### config.mk
export PLATFORM = sky130hd
export DESIGN_NAME = serial_attribute_video_generator
export DESIGN_NICKNAME = d
export VERILOG_FILES = /design/src/rtl/core/savg_pkg.sv /design/src/rtl/core/savg_engine.sv /design/src/rtl/core/serial_attribute_video_generator.sv
export VERILOG_INCLUDE_DIRS = /design/src /design/src/rtl/core
export SDC_FILE = /design/constraint.sdc
export NUM_CORES = 1
export LEC_CHECK = 0
export ABC_AREA = 1
export ABC_CLOCK_PERIOD_IN_PS = 7900
export BUFFER_PORTS_ARGS = -buffer_cell sky130_fd_sc_hd__buf_4
export CORE_AREA = 2 2 274 195
export DETAILED_ROUTE_END_ITERATION = 16
export DIE_AREA = 0 0 276 197
export HOLD_SLACK_MARGIN = 0.06
export PLACE_DENSITY_LB_ADDON = 0.05
export SETUP_SLACK_MARGIN = 0.05
export SYNTH_ARGS = -nofsm -noshare
export SYNTH_HDL_FRONTEND = slang
export SYNTH_SLANG_ARGS = --single-unit
### constraint.sdc
create_clock -name clk -period 7.9 [get_ports clk]
set_input_delay 1.58 -clock clk [delete_from_list [all_inputs] [get_ports clk]]
set_output_delay 1.58 -clock clk [all_outputs]
set_load 0.02 [all_outputs]
### src/rtl/core/serial_attribute_video_generator_defines.svh
// ----------------------------------------------------------------------------
// Serial attribute video generator: assertion macros
// Shared concurrent assertion forms, clocked on clk and off during reset.
// ----------------------------------------------------------------------------
`ifndef SERIAL_ATTRIBUTE_VIDEO_GENERATOR_DEFINES_SVH
`define SERIAL_ATTRIBUTE_VIDEO_GENERATOR_DEFINES_SVH

// Same-cycle implication.
`define SAVG_ASSERT_HOLDS(label, ante, cons, msg) \
    label: assert property (@(posedge clk) disable iff (!rst_n) (ante) |-> (cons)) \
        else $error(msg);

// Next-cycle implication.
`define SAVG_ASSERT_NEXT(label, ante, cons, msg) \
    label: assert property (@(posedge clk) disable iff (!rst_n) (ante) |=> (cons)) \
        else $error(msg);

`endif

### src/rtl/core/savg_pkg.sv
// ----------------------------------------------------------------------------
// savg_pkg
// Types and constants shared by the serial attribute video generator.
// ----------------------------------------------------------------------------
`timescale 1ns / 1ps

package savg_pkg;

    localparam int CELLS_PER_LINE = 40;
    localparam logic [5:0] LAST_COLUMN_LIMIT = 6'(CELLS_PER_LINE);
    localparam logic [15:0] ALT_CHARSET_OFFSET = 16'(128 * 8);

    // Request actions
    localparam logic [1:0] ACT_TICK   = 2'd0;
    localparam logic [1:0] ACT_SCREEN = 2'd1;
    localparam logic [1:0] ACT_GLYPH  = 2'd2;

    // Result kinds
    localparam logic [1:0] KIND_STATUS = 2'd0;
    localparam logic [1:0] KIND_PIXEL  = 2'd1;
    localparam logic [1:0] KIND_GLYPH  = 2'd2;

    // Attribute groups, byte bits 4:3
    localparam logic [1:0] ATTR_FG   = 2'd0;
    localparam logic [1:0] ATTR_TEXT = 2'd1;
    localparam logic [1:0] ATTR_BG   = 2'd2;
    localparam logic [1:0] ATTR_MODE = 2'd3;

    // Configuration register indexes
    localparam logic [2:0] CFG_LINES_PER_FRAME    = 3'd0;
    localparam logic [2:0] CFG_FIRST_VISIBLE_LINE = 3'd1;
    localparam logic [2:0] CFG_TEXT_ONLY_LINE     = 3'd2;
    localparam logic [2:0] CFG_END_VISIBLE_LINE   = 3'd3;
    localparam logic [2:0] CFG_HIRES_SCREEN_BASE  = 3'd4;
    localparam logic [2:0] CFG_HIRES_CHARSET_BASE = 3'd5;
    localparam logic [2:0] CFG_TEXT_SCREEN_BASE   = 3'd6;
    localparam logic [2:0] CFG_TEXT_CHARSET_BASE  = 3'd7;

    typedef struct packed {
        logic [1:0] action;
        logic [7:0] data;
    } req_t;

    typedef struct packed {
        logic [1:0]  kind;
        logic [15:0] fetch_address;
        logic [2:0]  fg_out;
        logic [2:0]  bg_out;
        logic [5:0]  pattern;
        logic        visible_line;
        logic        frame_start;
        logic        last_cell;
    } rsp_t;

endpackage

### src/rtl/core/savg_engine.sv
// ----------------------------------------------------------------------------
// savg_engine
// Configuration registers, raster and attribute state, and the
// combinational decode of a request into its result.
// ----------------------------------------------------------------------------
`timescale 1ns / 1ps

module savg_engine (
    input  logic           clk,
    input  logic           rst_n,
    input  logic           accept,
    input  savg_pkg::req_t req,
    input  logic           cfg_we,
    input  logic [2:0]     cfg_index,
    input  logic [15:0]    cfg_data,
    output savg_pkg::rsp_t rsp
);
    import savg_pkg::*;

    logic [8:0]  lines_per_frame_reg, first_visible_line_reg;
    logic [8:0]  text_only_line_reg, end_visible_line_reg;
    logic [15:0] hires_screen_base_reg, hires_charset_base_reg;
    logic [15:0] text_screen_base_reg, text_charset_base_reg;

    logic [8:0] raster_line_reg, raster_line_next;
    logic [4:0] frame_count_reg, frame_count_next;
    logic [5:0] cell_column_reg, cell_column_next;
    logic [2:0] fg_colour_reg, fg_colour_next;
    logic [2:0] bg_colour_reg, bg_colour_next;
    logic [2:0] text_attributes_reg, text_attributes_next;
    logic [2:0] display_mode_reg, display_mode_next;
    logic       pending_inverse_reg, pending_inverse_next;
    logic       glyph_pending_reg, glyph_pending_next;

    function automatic logic in_window(input logic [8:0] line);
        return (line >= first_visible_line_reg) && (line < end_visible_line_reg);
    endfunction

    function automatic logic [15:0] screen_address(input logic [8:0] line,
                                                   input logic [5:0] col,
                                                   input logic [2:0] mode);
        logic [8:0]  y;
        logic [15:0] row_index;
        y = line - first_visible_line_reg;
        if ((line < text_only_line_reg) && mode[2])
        begin
            row_index = {7'd0, y};
            return hires_screen_base_reg + {10'd0, col}
                   + (row_index * 16'(CELLS_PER_LINE));
        end
        row_index = {10'd0, y[8:3]};
        return text_screen_base_reg + {10'd0, col} + (row_index * 16'(CELLS_PER_LINE));
    endfunction

    always_ff @(posedge clk or negedge rst_n)
    begin
        if (!rst_n)
        begin
            lines_per_frame_reg    <= 9'd312;
            first_visible_line_reg <= 9'd65;
            text_only_line_reg     <= 9'd265;
            end_visible_line_reg   <= 9'd289;
            hires_screen_base_reg  <= 16'hA000;
            hires_charset_base_reg <= 16'h9800;
            text_screen_base_reg   <= 16'hBB80;
            text_charset_base_reg  <= 16'hB400;
        end
        else if (cfg_we)
        begin
            unique case (cfg_index)
                CFG_LINES_PER_FRAME:    lines_per_frame_reg    <= cfg_data[8:0];
                CFG_FIRST_VISIBLE_LINE: first_visible_line_reg <= cfg_data[8:0];
                CFG_TEXT_ONLY_LINE:     text_only_line_reg     <= cfg_data[8:0];
                CFG_END_VISIBLE_LINE:   end_visible_line_reg   <= cfg_data[8:0];
                CFG_HIRES_SCREEN_BASE:  hires_screen_base_reg  <= cfg_data;
                CFG_HIRES_CHARSET_BASE: hires_charset_base_reg <= cfg_data;
                CFG_TEXT_SCREEN_BASE:   text_screen_base_reg   <= cfg_data;
                CFG_TEXT_CHARSET_BASE:  text_charset_base_reg  <= cfg_data;
                default: ;
            endcase
        end
    end

    always_ff @(posedge clk or negedge rst_n)
    begin
        if (!rst_n)
        begin
            raster_line_reg     <= '0;
            frame_count_reg     <= '0;
            cell_column_reg     <= '0;
            fg_colour_reg       <= 3'd7;
            bg_colour_reg       <= '0;
            text_attributes_reg <= '0;
            display_mode_reg    <= '0;
            pending_inverse_reg <= 1'b0;
            glyph_pending_reg   <= 1'b0;
        end
        else if (accept)
        begin
            raster_line_reg     <= raster_line_next;
            frame_count_reg     <= frame_count_next;
            cell_column_reg     <= cell_column_next;
            fg_colour_reg       <= fg_colour_next;
            bg_colour_reg       <= bg_colour_next;
            text_attributes_reg <= text_attributes_next;
            display_mode_reg    <= display_mode_next;
            pending_inverse_reg <= pending_inverse_next;
            glyph_pending_reg   <= glyph_pending_next;
        end
    end

    logic [9:0]  line_inc;
    logic        wrap;
    logic [8:0]  tick_line;
    logic        tick_visible;
    logic        cur_visible;
    logic [8:0]  win_y;
    logic [2:0]  glyph_row;
    logic [15:0] glyph_base;
    logic [5:0]  blink_mask;
    logic        is_attr;
    logic        cell_inv;
    logic [5:0]  col_inc;
    logic        col_last;
    logic [5:0]  cell_pattern;

    always_comb
    begin
        line_inc     = {1'b0, raster_line_reg} + 10'd1;
        wrap         = line_inc[9] || (line_inc >= {1'b0, lines_per_frame_reg});
        tick_line    = wrap ? 9'd0 : line_inc[8:0];
        tick_visible = in_window(tick_line);
        cur_visible  = in_window(raster_line_reg);
        win_y        = raster_line_reg - first_visible_line_reg;
        glyph_row    = text_attributes_reg[1] ? win_y[3:1] : win_y[2:0];
        glyph_base   = display_mode_reg[2] ? hires_charset_base_reg : text_charset_base_reg;
        blink_mask   = (frame_count_reg[4] || !text_attributes_reg[2]) ? 6'h3f : 6'h00;
        is_attr      = (req.data[6:5] == 2'b00);
        col_inc      = cell_column_reg + 6'd1;
        col_last     = (col_inc >= LAST_COLUMN_LIMIT);

        raster_line_next     = raster_line_reg;
        frame_count_next     = frame_count_reg;
        cell_column_next     = cell_column_reg;
        fg_colour_next       = fg_colour_reg;
        bg_colour_next       = bg_colour_reg;
        text_attributes_next = text_attributes_reg;
        display_mode_next    = display_mode_reg;
        pending_inverse_next = pending_inverse_reg;
        glyph_pending_next   = glyph_pending_reg;

        cell_inv     = 1'b0;
        cell_pattern = '0;

        rsp               = '0;
        rsp.kind          = KIND_STATUS;
        rsp.visible_line  = cur_visible;

        unique case (req.action)
            ACT_TICK:
            begin
                raster_line_next   = tick_line;
                cell_column_next   = '0;
                glyph_pending_next = 1'b0;
                if (wrap)
                begin
                    frame_count_next = frame_count_reg + 5'd1;
                end
                if (tick_visible)
                begin
                    fg_colour_next       = 3'd7;
                    bg_colour_next       = '0;
                    text_attributes_next = '0;
                    rsp.fetch_address    = screen_address(tick_line, 6'd0, display_mode_reg);
                end
                rsp.visible_line = tick_visible;
                rsp.frame_start  = wrap;
            end
            ACT_SCREEN:
            begin
                if (cur_visible && (cell_column_reg < LAST_COLUMN_LIMIT) && !glyph_pending_reg)
                begin
                    cell_inv = req.data[7];
                    if (is_attr)
                    begin
                        case (req.data[4:3])
                            ATTR_FG:   fg_colour_next       = req.data[2:0];
                            ATTR_TEXT: text_attributes_next = req.data[2:0];
                            ATTR_BG:   bg_colour_next       = req.data[2:0];
                            default:   display_mode_next    = req.data[2:0];
                        endcase
                        rsp.kind = KIND_PIXEL;
                    end
                    else if ((raster_line_reg < text_only_line_reg) && display_mode_reg[2])
                    begin
                        cell_pattern = req.data[5:0] & blink_mask;
                        rsp.kind     = KIND_PIXEL;
                    end
                    else
                    begin
                        glyph_pending_next   = 1'b1;
                        pending_inverse_next = req.data[7];
                        rsp.kind             = KIND_GLYPH;
                        rsp.fetch_address    = glyph_base
                            + (text_attributes_reg[0] ? ALT_CHARSET_OFFSET : 16'd0)
                            + {6'd0, req.data[6:0], glyph_row};
                    end
                end
            end
            ACT_GLYPH:
            begin
                if (glyph_pending_reg)
                begin
                    glyph_pending_next = 1'b0;
                    cell_inv           = pending_inverse_reg;
                    cell_pattern       = req.data[5:0] & blink_mask;
                    rsp.kind           = KIND_PIXEL;
                end
            end
            default: ;
        endcase

        // Finish a cell: colours after any attribute decode, then advance.
        if (rsp.kind == KIND_PIXEL)
        begin
            cell_column_next  = col_inc;
            rsp.fg_out        = fg_colour_next ^ {3{cell_inv}};
            rsp.bg_out        = bg_colour_next ^ {3{cell_inv}};
            rsp.pattern       = cell_pattern;
            rsp.last_cell     = col_last;
            rsp.fetch_address = col_last ? 16'd0
                : screen_address(raster_line_reg, col_inc, display_mode_next);
        end
    end

endmodule

### src/rtl/core/serial_attribute_video_generator.sv
// ----------------------------------------------------------------------------
// Serial attribute video generator
// Usage:
//   Requests enter on req (action, data) under req_valid / req_ready. Each
//   request yields exactly one result on rsp under rsp_valid / rsp_ready:
//   a line status, six pixels of a cell, or a glyph row fetch request.
//   A request's result is registered at its accepting edge, into rsp if
//   free. Throughput is one request per cycle while req_ready is high, set
//   by the single decode stage between state registers and result register.
//   When the receiver stalls, one more result is held in a skid register;
//   req_ready drops only while that skid register is full, so at most two
//   results wait. Configuration goes in through cfg_we / cfg_index /
//   cfg_data, taken at any edge with cfg_we high, and should be written only
//   while no request is in flight. Reset (rst_n low, asynchronous) loads the
//   default register values, clears the raster counters and the pending
//   glyph, sets white on black, and empties both result registers.
// ----------------------------------------------------------------------------
`timescale 1ns / 1ps

module serial_attribute_video_generator (
    input  logic           clk,
    input  logic           rst_n,
    input  logic           req_valid,
    output logic           req_ready,
    input  savg_pkg::req_t req,
    output logic           rsp_valid,
    input  logic           rsp_ready,
    output savg_pkg::rsp_t rsp,
    input  logic           cfg_we,
    input  logic [2:0]     cfg_index,
    input  logic [15:0]    cfg_data
);
    import savg_pkg::*;

    `include "serial_attribute_video_generator_defines.svh"

    logic accept;
    rsp_t step_rsp;

    rsp_t out_reg;
    logic out_valid_reg;
    rsp_t skid_reg;
    logic skid_valid_reg;
    logic pop;

    // Take a request whenever the skid slot is free.
    assign req_ready = !skid_valid_reg;
    assign accept    = req_valid && req_ready;
    assign pop       = out_valid_reg && rsp_ready;

    savg_engine u_engine (
        .clk       (clk),
        .rst_n     (rst_n),
        .accept    (accept),
        .req       (req),
        .cfg_we    (cfg_we),
        .cfg_index (cfg_index),
        .cfg_data  (cfg_data),
        .rsp       (step_rsp)
    );

    // Output register plus skid: advance skid into the output on a pop,
    // otherwise land a new result in whichever slot is free.
    always_ff @(posedge clk or negedge rst_n)
    begin
        if (!rst_n)
        begin
            out_valid_reg  <= 1'b0;
            skid_valid_reg <= 1'b0;
        end
        else
        begin
            if (pop)
            begin
                if (skid_valid_reg)
                begin
                    skid_valid_reg <= 1'b0;
                end
                else
                begin
                    out_valid_reg <= accept;
                end
            end
            else if (!out_valid_reg)
            begin
                out_valid_reg <= accept;
            end
            else if (accept)
            begin
                skid_valid_reg <= 1'b1;
            end
        end
    end

    always_ff @(posedge clk)
    begin
        if (pop && skid_valid_reg)
        begin
            out_reg <= skid_reg;
        end
        else if (accept && (pop || !out_valid_reg))
        begin
            out_reg <= step_rsp;
        end
        if (accept && out_valid_reg && !pop)
        begin
            skid_reg <= step_rsp;
        end
    end

    assign rsp_valid = out_valid_reg;
    assign rsp       = out_reg;

    `SAVG_ASSERT_HOLDS(a_skid_behind_out, skid_valid_reg, out_valid_reg, "skid full, output empty")
    `SAVG_ASSERT_NEXT(a_empty_push_lands, accept && !out_valid_reg, out_valid_reg, "result lost")
    `SAVG_ASSERT_HOLDS(a_frame_on_status, rsp_valid && rsp.frame_start, rsp.kind == KIND_STATUS, "frame_start on non-status result")
    `SAVG_ASSERT_HOLDS(a_last_cell_form, rsp_valid && rsp.last_cell, (rsp.kind == KIND_PIXEL) && (rsp.fetch_address == 16'd0), "bad last cell result")

endmodule
==> qor.csv <==
metric,value,unit
Die ar.,0.0544,mm²
Setup CP Type,flop to flop,
initial antenna violation count,4,
fin nets,2248,
Mapped Cells,1957,
hold_sp,u_engine.frame_count_reg[3],
Total GRT Usage,0.200,
first-pass GRT wire length,82.1,mm
layout cells sized above 1,0.111,
Core Footprint,0.0517,mm²
Post-Route Skew,0.0193,ns
clock sink total,200,
"Reg clk slew, reported paths",0.10,ns
Crit. End Element,flop,
relative slew slack,0.215,
Initial DRT Pass Iterations,11,
total grt overflow,0,
Via density,4.88,
Synth Warn #,0,
Starting DRT DRC Count,1087,
post-synthesis sequential area ratio,0.348,
critical path data arrival time,7.34,ns
Fin. Hold Viols,0,
Syn-to-layout area delta,13.3,%
CTS root buffer,clkbuf_16,
Mapped Area,0.0154,mm²
routed via count,13280,
"Slowest-stage cell, CP",dfrtp_1,
Post-synth ARST share,0.670,
status,"finished, violations left",
CTS tree,done,
max cap viols,0,
vias in the first global route,13219,
final setup TNS,0,ns
Post-synth EDFFs,66,
Mapped Nets,2178,
Port Buf Inserts,68,
class of the worst hold path,flop to flop,
Max Fclk,141,MHz
Buffers & Inverters on Critical Path,7,
Final GP Congestion,0.904,
Worst path max stage delay,0.59,ns
Hold Path Stages,1,
FF-to-FF path depth,43,
Post-synth top flop,dfrtp_1,
CTS max path bufs,2,
Initial Util,0.298,
num rows,70,
DRT antenna net count,0,
crit path from,u_engine.raster_line_reg[6],
DRC violation count after routing,2,
Max H-tree Level,4,
Tcrit/Tclk final,0.900,
RSZ-0062 raised after global routing,no,
min Tclk post-route,7.11,ns
WL final,52.6,mm
Die Span Y,197,µm
failing checks,design-rule violations,
Worst Tran Pin Value,1.18,ns
Die W,276,µm
Post-CTS Hold Buffers,0,
worst endpoint required time,8.13,ns
I/O Pins,69,
Syn Area/Cell,7.88,µm²
WL/cell,19.3,µm
"Setup violations, final",0,
CTS Buf Count,17,
critical path's most frequent cell,nand2_1,
number of diodes,0,
largest net degree at the start of global routing,73,
max-slew violations,0,
largest fanout on the critical path,8,
"Clk Latency, worst-skew pair",0.48,ns
CP Depth,43,
Unique masters post-synth,63,
RR Startpoint,u_engine.raster_line_reg[6],
crit start category,flop,
Seq cells post-synth,200,
placed wire-length estimate,42.4,mm
Top delay family on crit path,simple AND/OR/NAND/NOR gates,
-- worst register-to-register path: cells and delay by family (launching register included) --
| kind | cells | cell delay [ns] |
|---|---|---|
| xor gates and xnor gates | 4 | 0.76 |
| DFF | 1 | 0.59 |
| buffers and inverters | 7 | 0.66 |
| and+or+nand+nor | 22 | 2.58 |
| adders and majority gates | 6 | 1.75 |
| AOI/OAI and AO/OA | 4 | 0.49 |
-- layer usage --
layer | part of all wire | routed length, µm | GRT usage | up-vias
met5 | 0 | 0 | 0 | -
met4 | 0.0085 | 450 | 0.0340 | 0
met2 | 0.40 | 20800 | 0.286 | 212
li1 | - | - | - | 6662
met1 | 0.56 | 29400 | 0.316 | 6384
met3 | 0.039 | 2030 | 0.0287 | 22
-- Yosys cell counts, types with 4 or more instances --
cell type | n | area (µm²)
edfxtp_1 | 66 | 1980
a21boi_0 | 4 | 30.0
nand2_2 | 5 | 31.3
nand2_1 | 503 | 1890
buf_2 | 8 | 40.0
o31ai_1 | 8 | 60.1
a31oi_1 | 12 | 75.1
nand3_1 | 105 | 526
dfrtp_1 | 103 | 2580
a211oi_1 | 6 | 45.0
a21oi_1 | 103 | 515
dfstp_2 | 31 | 815
xnor2_1 | 27 | 236
o22ai_1 | 4 | 25.0
clkbuf_1 | 30 | 113
nor2_1 | 106 | 398
nor3_1 | 17 | 85.1
a21o_1 | 4 | 30.0
fa_1 | 17 | 340
o21ai_1 | 16 | 80.1
xor2_1 | 60 | 526
or2_2 | 5 | 31.3
o21ai_0 | 190 | 951
mux2_2 | 7 | 78.8
o211ai_1 | 14 | 105
o21bai_1 | 10 | 75.1
nand4_1 | 19 | 119
inv_1 | 251 | 942
ha_1 | 170 | 2130
-- cells in the final DEF (no fill, tap or decap), types with 31 or more instances in the layout --
| master | synthesis | final |
|---|---|---|
| nor2_1 | 106 | 101 |
| o21ai_0 | 190 | 187 |
| dfrtp_1 | 103 | 101 |
| ha_1 | 170 | 167 |
| buf_4 | 1 | 94 |
| nand2_1 | 503 | 503 |
| dfstp_2 | 31 | 31 |
| edfxtp_1 | 66 | 66 |
| inv_1 | 251 | 250 |
| a21oi_1 | 103 | 101 |
| xor2_1 | 60 | 60 |
| nand3_1 | 105 | 104 |
-- logic make-up (layout without fill, tap and decap cells) --
family,Yosys count,after routing,share of synthesized area
multiplexers,10,10,0.00706
AND/OR/NAND/NOR,784,784,0.215
flip-flops,200,200,0.348
adder cells (fa/ha/maj),187,187,0.160
XOR/XNOR,87,87,0.0494
buffers and inverters,298,381,0.0758
AO/OA/AOI/OAI,391,391,0.144
-- path summary, 6_finish.rpt --
kind / to / slack, ns
worst min register to register: u_engine.frame_count_reg[3] / 0.47
min in group asynchronous: u_engine.lines_per_frame_reg[7] / 1.13
worst max register to register: rsp[30] / 0.79
worst min-delay path: u_engine.frame_count_reg[3] / 0.47
max in group asynchronous: rsp_valid / 5.35
worst max-delay path: rsp[30] / 0.79
-- cell type report --
type,count,area [µm²]
Fill cell,5618,34200
Multi-Input combinational cell,1459,8960
Clock buffer,17,425
Tap cell,684,856
Clock inverter,15,178
Timing Repair Buffer,95,717
Sequential cell,200,5380
Inverter,254,956
-- repair_timing --
action	4_1_cts	5_1_grt
resized for setup	0	21
setup endpoints to repair	0	6
setup buffers	0	7
-- metrics by stage --
step	worst slack [ns]	cell area [µm²]	util	cells	hold WS, ns
finish	0.788	17500	0.338	2724	0.471
global route	0.00970	17500	0.338	2724	0.509
CTS	0.540	17400	0.336	2717	0.473
detailed placement	0.617	16800	0.324	2685	0.457
global placement	0.705	16800	0.324	2685	0.458
floorplan	1.45	15400	-	1957	0.442
Power is not shown: default switching activity piles up to over one toggle a cycle in this logic, so the estimate is an artifact.
